==> src/hdl/sftb_pkg.sv <==
package sftb_pkg;

    localparam int FLASH_BYTES = 262144;
    localparam int FLASH_AW    = $clog2(FLASH_BYTES);

    localparam logic [7:0] CMD_READ   = 8'h03;
    localparam logic [7:0] CMD_STATUS = 8'h05;

    localparam logic [1:0] DEV_POWER = 2'd0;
    localparam logic [1:0] DEV_FLASH = 2'd1;
    localparam logic [1:0] DEV_TOUCH = 2'd2;
    localparam logic [1:0] DEV_RSVD  = 2'd3;

    localparam logic [2:0] REG_ADC_LEFT      = 3'd0;
    localparam logic [2:0] REG_ADC_TOP       = 3'd1;
    localparam logic [2:0] REG_SCREEN_LEFT   = 3'd2;
    localparam logic [2:0] REG_SCREEN_TOP    = 3'd3;
    localparam logic [2:0] REG_ADC_RIGHT     = 3'd4;
    localparam logic [2:0] REG_ADC_BOTTOM    = 3'd5;
    localparam logic [2:0] REG_SCREEN_RIGHT  = 3'd6;
    localparam logic [2:0] REG_SCREEN_BOTTOM = 3'd7;

    localparam logic [2:0] TCH_CH_Y = 3'd1;
    localparam logic [2:0] TCH_CH_X = 3'd5;

    localparam int DIV_STEPS = 22;

    typedef struct packed {
        logic        req_type;
        logic [7:0]  data_byte;
        logic [17:0] preload_addr;
        logic        bus_enable;
        logic [1:0]  device_sel;
        logic        hold_select;
        logic        irq_enable;
        logic        halfword_mode;
        logic        pen_down;
        logic [7:0]  pen_x;
        logic [7:0]  pen_y;
    } t_in_word;

    typedef struct packed {
        logic [7:0] read_data;
        logic       irq_pulse;
    } t_out_word;

    // controller -> datapath
    typedef struct packed {
        logic load;       // capture item, start work
        logic div_start;  // launch divider
        logic div_step;   // one restoring step
        logic commit;     // update state, build result
    } t_cmd;

    // datapath -> controller
    typedef struct packed {
        logic need_div;
        logic div_last;
    } t_sts;

endpackage

==> src/hdl/sftb_ctrl.sv <==
module sftb_ctrl
    import sftb_pkg::*;
(
    input  logic  i_clk,
    input  logic  i_rst_n,
    input  logic  i_in_valid,
    output logic  o_in_ready,
    output logic  o_out_valid,
    input  logic  i_out_ready,
    input  t_sts  i_sts,
    output t_cmd  o_cmd
);

    localparam logic [2:0] ST_IDLE = 3'd0;
    localparam logic [2:0] ST_READ = 3'd1;  // wait for RAM read / setup
    localparam logic [2:0] ST_DIV  = 3'd2;
    localparam logic [2:0] ST_DONE = 3'd3;
    localparam logic [2:0] ST_OUT  = 3'd4;

    logic [2:0] r_state, n_state;

    always_ff @(posedge i_clk) begin
        if (!i_rst_n) begin
            r_state <= ST_IDLE;
        end else begin
            r_state <= n_state;
        end
    end

    always_comb begin
        n_state = r_state;
        o_cmd   = '0;
        unique case (r_state)
            ST_IDLE: begin
                if (i_in_valid) begin
                    o_cmd.load = 1'b1;
                    n_state    = ST_READ;
                end
            end
            ST_READ: begin
                if (i_sts.need_div) begin
                    o_cmd.div_start = 1'b1;
                    n_state         = ST_DIV;
                end else begin
                    n_state = ST_DONE;
                end
            end
            ST_DIV: begin
                o_cmd.div_step = 1'b1;
                if (i_sts.div_last) begin
                    n_state = ST_DONE;
                end
            end
            ST_DONE: begin
                o_cmd.commit = 1'b1;
                n_state      = ST_OUT;
            end
            ST_OUT: begin
                if (i_out_ready) begin
                    n_state = ST_IDLE;
                end
            end
            default: n_state = ST_IDLE;
        endcase
    end

    assign o_in_ready  = (r_state == ST_IDLE);
    assign o_out_valid = (r_state == ST_OUT);

`ifndef SYNTHESIS
    a_no_overlap: assert property (@(posedge i_clk) disable iff (!i_rst_n)
        !(o_in_ready && o_out_valid)) else $error("ready while result pending");
    a_load_idle: assert property (@(posedge i_clk) disable iff (!i_rst_n)
        o_cmd.load |-> o_in_ready) else $error("load outside idle");
    a_commit_out: assert property (@(posedge i_clk) disable iff (!i_rst_n)
        o_cmd.commit |=> o_out_valid) else $error("commit not followed by result");
`endif

endmodule

==> config.mk <==
export PLATFORM = sky130hd
export DESIGN_NAME = sftb_ctrl
export DESIGN_NICKNAME = d
export VERILOG_FILES = /design/src/hdl/sftb_pkg.sv /design/src/hdl/sftb_ctrl.sv
export SDC_FILE = /design/constraint.sdc
export NUM_CORES = 1
export LEC_CHECK = 0
export BUFFER_PORTS_ARGS = -buffer_cell sky130_fd_sc_hd__buf_4
export CELL_PAD_IN_SITES_DETAIL_PLACEMENT = 1
export CELL_PAD_IN_SITES_GLOBAL_PLACEMENT = 1
export CORE_AREA = 2 2 39 41
export DETAILED_ROUTE_END_ITERATION = 7
export DIE_AREA = 0 0 41 43
export GPL_ROUTABILITY_DRIVEN = 0
export PLACE_DENSITY = 0.54
export SLEW_MARGIN = 10
export SYNTH_ARGS = -nofsm -noshare
export SYNTH_HDL_FRONTEND = slang
export SYNTH_SLANG_ARGS = --single-unit
export TNS_END_PERCENT = 30
==> constraint.sdc <==
create_clock -name i_clk -period 1 [get_ports i_clk]
set_input_delay 0.2 -clock i_clk [delete_from_list [all_inputs] [get_ports i_clk]]
set_output_delay 0.2 -clock i_clk [all_outputs]
set_load 0.005 [all_outputs]
# --- After elaboration in Yosys (flattened, before gate mapping) ---
# Cells that the tools add are included.
totals:
  reg_bits: 3
  latchBits: 0
  ramBits: 0
  romBits: 0
  inputBits: 6
  elab_cells: 21
  n_memories: 0
classes:
  addsub: 0
  mul: 0
  n_div: 0
  order_cmp: 0
  eq_ne: 7
  n_shift: 0
  mux: 11
  bitwise: 0
  reduce_logical: 2
ops:
  columns: ["cell", "n"]
  rows:
  - ["$pmux W3 S5", 1]
  - ["$mux W3", 3]
  - ["$mux W1", 7]
  - ["$eq A3 B2 Y1 const B", 2]
  - ["$ne A2 B2 Y1 const B", 2]
  - ["$eq A3 B1 Y1 const B", 1]
  - ["$eq A3 B3 Y1 const B", 1]
  - ["$logic_not A3 Y1", 1]
  - ["$reduce_and A3 Y1", 1]
  - ["$ne A2 B1 Y1 const B", 1]

# --- Longest topological paths before layout ---
# Gate-level depths: netlist of run 1.
logic_depth:
  word_depth: 3
  mapped_depth: 3
  mapped_depth_nobuf: 2

# --- Worst setup path after synthesis of run 1 ---
# OpenSTA, ideal clock, no wires.
synth_path:
  path_type: "flip-flop to output port"
  start: "register r_state[0]"
  end: "output port o_cmd[3] (netlist bit)"
  t_arrival_ps: 848
  slack_ps: -48
  path_stages_with_launch: 4
  path_cell_list: "dfxtp_1 -> buf_2 -> nor3_1 -> and2_1"
synth_rtl:
  columns: ["item", "line_no", "text"]
  rows:
  - ["start, declared", "sftb_ctrl.sv:20", "logic [2:0] r_state, n_state;"]
  - ["start signal, assigned", "sftb_ctrl.sv:26", "r_state <= n_state;"]
  - ["end, declared", "sftb_ctrl.sv:11", "output t_cmd o_cmd"]

==> impl_metrics.toml, run 1 <==
[status]
status = "finished with violations"
violations = "setup timing"

[die]
design.die.area_um2 = 1760
start_util = 0.146
rows = 14
die_h_um = 43
coreArea_um2 = 1380
io_pins = 12
die_w_um = 41

[critical_path]
critPathBufInv = 1
slowest_delay_ps = 360
startpoint_type = "flip-flop"
critical_path_class = "reg2out"
crit_chain = "nor3_4 > and2_1 > buf_4"
crit_required_ps = 800
crit_family = "flip-flops"
slowest_stage = "dfxtp_4"
rr_worst_depth = 3
reg2reg_from = "r_state[1]"
r2r_end = "r_state[0]"
crit_fanout = 7
worstSetupEndpointType = "output port"
worstPathArrival_ps = 1030
reg2reg_slack_ps = -120

[sta]
finalCriticalPeriod_ps = 1230
slew_headroom = 0.890
maxSlewViolCount = 0
hold_ws_ps = 231
finalClockSkew_ps = 4.34
period_share = 1.23
hold_viol_final = 0
clock.fmax_mhz = 814
tightest_slew_ps = 163
rsz0062_at_grt = "true"
setup_viol = 8
worst_slack_ps = -229

[detailed_routing]
vias = 223
drcViolationCount = 0
met2WireLength_um = 330
met3_length_um = 64
first_iter_violations = 0
highest_layer = "met3"
wl_per_cell_um = 12.2
drt-met1-wl_um = 264
antenna_left = 0
vias_per_cell = 4.13
wl_um = 659
first_pass_iters = 1

[hold_path]
min_path_cells = 2
min_path_type = "in2reg"
hold-path-endpoint = "r_state[2]"
min-delay-start = "i_rst_n"

[final_layout]
largest_reg_flops = 3
reg_top3 = "r_state (3)"
post-route-util = 0.293
num-fill-cells = 160
antenna_cells = 0
fin_nets = 45
synthToLayoutAreaGrowth_pct = 100
layout-drive-gt1-share = 0.763
regMostFlops = "r_state"

[power]
power_mw = 0.666
power_frac_clock = 0.324
p_sw_frac = 0.277
switching_power_mw = 0.185
seqPwrFrac = 0.281
p_int_mw = 0.481
power.density_nw_per_um2 = 1640
peakVddDrop_uv = 688
p_leak_nw = 0.187
power_frac_comb = 0.395

[cts]
cts_hold_buf = 0
clock_sinks = 3
cts_root_buf = "clkbuf_4"
cts_tree = "done"
clk_latency_ps = 240
cts.clk_slew.worst_paths_ps = 40
cts_max_level = 1
numCtsBuffers = 3
clock_path_buffers = 2

[place]
hpwl_um = 418
portBuffers = 11

[synth]
synth.ff_latch_count = 3
syn_area_um2 = 203
syn_area_per_cell_um2 = 10.1
synth_fp_nets = 26
netlist-cell-type-count = 18
yosysSeqAreaShare = 0.296
syn_inst = 20
yosysWarnings = 0

[global_routing]
grt_pass1_wl_um = 1030
antenna_found_initial = 0
grt_max_degree = 9
overflow = 0
grt_pass1_vias = 222
grt_usage = 0.0923

[run]
cap_viol_max_count = 0
==> synthesized netlist by cell type <==
master | instances | share of area
xor2_1 | 1 | 0.043
and3_1 | 1 | 0.031
dfxtp_1 | 3 | 0.30
a22o_1 | 1 | 0.043
mux2_4 | 1 | 0.074
buf_6 | 1 | 0.056
inv_1 | 1 | 0.019
o2111a_1 | 1 | 0.056
and4bb_2 | 1 | 0.062
nor3_1 | 1 | 0.025
buf_2 | 1 | 0.025
and3b_2 | 1 | 0.049
nor2b_1 | 1 | 0.031
nor3b_1 | 1 | 0.037
buf_4 | 1 | 0.037
and2_1 | 1 | 0.031
nor3b_2 | 1 | 0.062
o21ai_0 | 1 | 0.025
==> worst max path at each step <==
stage | slack [ps] | cells after the start | endpoint | startpoint
final | -230 | 3 | o_cmd[3] | r_state[1]
after detailed placement | -110 | 2 | r_state[0] | r_state[1]
after global placement | -60 | 2 | r_state[0] | r_state[1]
after CTS | -250 | 3 | o_cmd[3] | r_state[1]
after floorplan | -40 | 3 | r_state[0] | r_state[1]
after global routing | -300 | 3 | o_cmd[3] | r_state[1]
==> metrics by stage <==
| stage | cell area, µm² | cells | setup slack (ps) | setup TNS (ps) |
|---|---|---|---|---|
| CTS | 378 | 53 | -246 | -1240 |
| floorplan | 208 | 20 | -36.6 | -36.6 |
| detailed placement | 294 | 45 | -106 | -285 |
| finish | 405 | 54 | -229 | -1310 |
| global route | 405 | 54 | -295 | -1710 |
| global placement | 294 | 45 | -59.7 | -158 |
==> area by class of cell <==
cell class,instances,area (µm²),share of cell area
repair buffers,17,146,0.361
multi-input cells,13,138,0.340
flip-flops and latches,3,71.3,0.176
inverters,1,3.75,0.00926
clock buffers,4,26.3,0.0648
well taps,16,20.0,0.0494
==> power groups by stage <==
stage | Clock (mW) | Sequential, mW | Combinational [mW]
after global placement | 0 | 0.170 | 0.167
after global routing | 0.238 | 0.193 | 0.286
after CTS | 0.222 | 0.178 | 0.231
after detailed placement | 0 | 0.174 | 0.166
after floorplan | 0 | 0.145 | 0.125
final | 0.216 | 0.187 | 0.263
==> routing by layer <==
metal / vias up / GRT usage
met5: - / 0
met4: 0 / 0.0400
met3: 0 / 0.0628
met2: 14 / 0.119
met1: 102 / 0.115
li1: 107 / -
==> cells in the final DEF, fill, tap and decap left out, drive strengths merged <==
| master | count |
|---|---|
| xor2 | 1 |
| buf | 17 |
| mux2 | 1 |
| o2111a | 1 |
| a22o | 1 |
| and3 | 1 |
| dfxtp | 3 |
| inv | 1 |
| nor3b | 2 |
| and3b | 1 |
| nor3 | 1 |
| nor2b | 1 |
| and2 | 1 |
| and4bb | 1 |
| clkbuf | 4 |
| o21ai | 1 |
==> kinds of logic (layout without fill, tap and decap cells) <==
group                     count (synthesis)  count (layout)  synth area share
xor gates and xnor gates                  1               1            0.0432
AOI/OAI and AO/OA                         3               3             0.123
DFF                                       3               3             0.296
buffers and inverters                     4              22             0.136
and+or+nand+nor                           8               8             0.327
muxes                                     1               1            0.0741
==> timing repair <==
item | CTS | global route
endpoints found under the setup margin | 7 | 9
pin swaps | 4 | 4
resized for setup | 10 | 4
setup buffers | 4 | 1
Power figures use the tool's default switching activity.
==> inputs of run 2 (changes only) <==
Settings changed: ABC_CLOCK_PERIOD_IN_PS set to 1400, PLACE_DENSITY 0.54 to 0.52.
Clock period 1 ns to 1.4 ns, I/O delays scaled along.
==> run 2 against run 1 <==
The flow now finishes without violations. Sequential share of layout area grew 2.9 points. Worst setup slack gained 300 ps. Core utilization shrank 6.3 points. Final cell count shrank 11%. Hold slack gained 73 ps. Highest routed layer is now met4.
==> impl_metrics.toml, run 2 (synthesis results as in run 1) <==
[status]
status = "complete, no violations"

[final_layout]
mostFrequentLayoutCells = "buf_4, clkbuf_4"
largest_reg_flops = 3
synthToLayoutAreaGrowth_pct = 56.8
final_common_cell = "buf_4"
reg_top3 = "r_state (3)"
fin_nets = 39
num-fill-cells = 165
regMostFlops = "r_state"
layout-drive-gt1-share = 0.656
antenna_cells = 0

[cts]
clk_latency_ps = 230
cts_tree = "done"
cts.clk_slew.worst_paths_ps = 40
clock_sinks = 3
cts_max_level = 1
cts_hold_buf = 0
cts_root_buf = "clkbuf_4"
numCtsBuffers = 3
clock_path_buffers = 2

[sta]
finalCriticalPeriod_ps = 1330
slew_headroom = 0.867
period_share = 0.948
setup_tns_ps = 0
setup_viol = 0
hold_viol_final = 0
clock.fmax_mhz = 754
rsz0062_at_grt = "false"
worst_slack_ps = 73.1
maxSlewViolCount = 0
finalClockSkew_ps = 5.15
tightest_slew_ps = 199

[power]
power_frac_clock = 0.390
switching_power_mw = 0.106
power_frac_comb = 0.277
power.density_nw_per_um2 = 1220
p_int_mw = 0.283
p_sw_frac = 0.272
p_leak_nw = 0.147
peakVddDrop_uv = 378
seqPwrFrac = 0.334

[global_routing]
grt_usage = 0.0762
overflow = 0
antenna_found_initial = 0
grt_pass1_vias = 170
grt_max_degree = 9
grt_pass1_wl_um = 759

[die]
coreArea_um2 = 1380
rows = 14
die_w_um = 41
start_util = 0.146
io_pins = 12
die_h_um = 43
design.die.area_um2 = 1760

[place]
portBuffers = 11
dpl_worst_slack_ps = 214

[critical_path]
worstPathArrival_ps = 1050
critical_path_class = "reg2out"
crit_required_ps = 1120
startpoint_type = "flip-flop"
crit_fanout = 8
worstSetupEndpointType = "output port"

[detailed_routing]
wl_per_cell_um = 10.8
vias = 194
wl_um = 518
first_pass_iters = 2
antenna_left = 0
drcViolationCount = 0
vias_per_cell = 4.04
first_iter_violations = 3

[run]
cap_viol_max_count = 0

[hold_path]
min_path_type = "in2reg"
==> run 2: changes by cell type in the layout (fill, tap and decap cells not counted), sizes merged <==
cell and change:
buf -6
==> run 2: layer usage <==
metal | vias up | wire [µm] | track usage
li1 | 94 | - | -
met1 | 86 | 222 | 0.0801
met2 | 12 | 212 | 0.0750
met3 | 2 | 74 | 0.0628
met4 | 0 | 8 | 0.100
met5 | - | 0 | 0
==> run 2: what timing repair did <==
action | CTS | global route
endpoints found under the setup margin | 2 | 1
gates cloned | 0 | 0
buffers inserted | 0 | 0
resized for setup | 3 | 1
pin swaps | 0 | 1
==> run 2: critical path, stage by stage, from the launching register on <==
cell     delay [ps]
dfxtp_4         370
nor3_2          200
and2_1          150
buf_4           100
==> run 2: worst paths after layout <==
kind,startpoint,end,slack [ps],depth (start not counted)
max reg2reg,r_state[1],r_state[0],380,2
min reg2reg,r_state[2],r_state[1],620,2
min,i_rst_n,r_state[2],300,2
max,r_state[1],o_cmd[3],70,3
==> run 2: power groups by stage <==
stage,logic (mW),clock network (mW),registers (mW)
6_report,0.108,0.152,0.130
4_1_cts,0.110,0.161,0.129
5_1_grt,0.117,0.178,0.132
3_5_place_dp,0.106,0,0.126
3_3_place_gp,0.106,0,0.122
2_1_floorplan,0.0854,0,0.103
==> run 2: final cells by class <==
| cell class | count | area [µm²] | area share |
|---|---|---|---|
| repair buffers | 11 | 82.6 | 0.260 |
| clock buffers | 4 | 26.3 | 0.0827 |
| well taps | 16 | 20.0 | 0.0630 |
| flip-flops and latches | 3 | 65.1 | 0.205 |
| multi-input cells | 13 | 120 | 0.378 |
| inverters | 1 | 3.75 | 0.0118 |
==> run 2: stage by stage <==
stage / util / cell area [µm²] / hold WS (ps) / total power [mW] / instances
detailed placement: 0.203 / 282 / 537 / 0.231 / 44
global placement: 0.203 / 282 / 528 / 0.228 / 44
floorplan: - / 203 / 413 / 0.189 / 20
global route: 0.230 / 318 / 314 / 0.427 / 48
CTS: 0.228 / 315 / 300 / 0.400 / 48
finish: 0.230 / 318 / 304 / 0.389 / 48
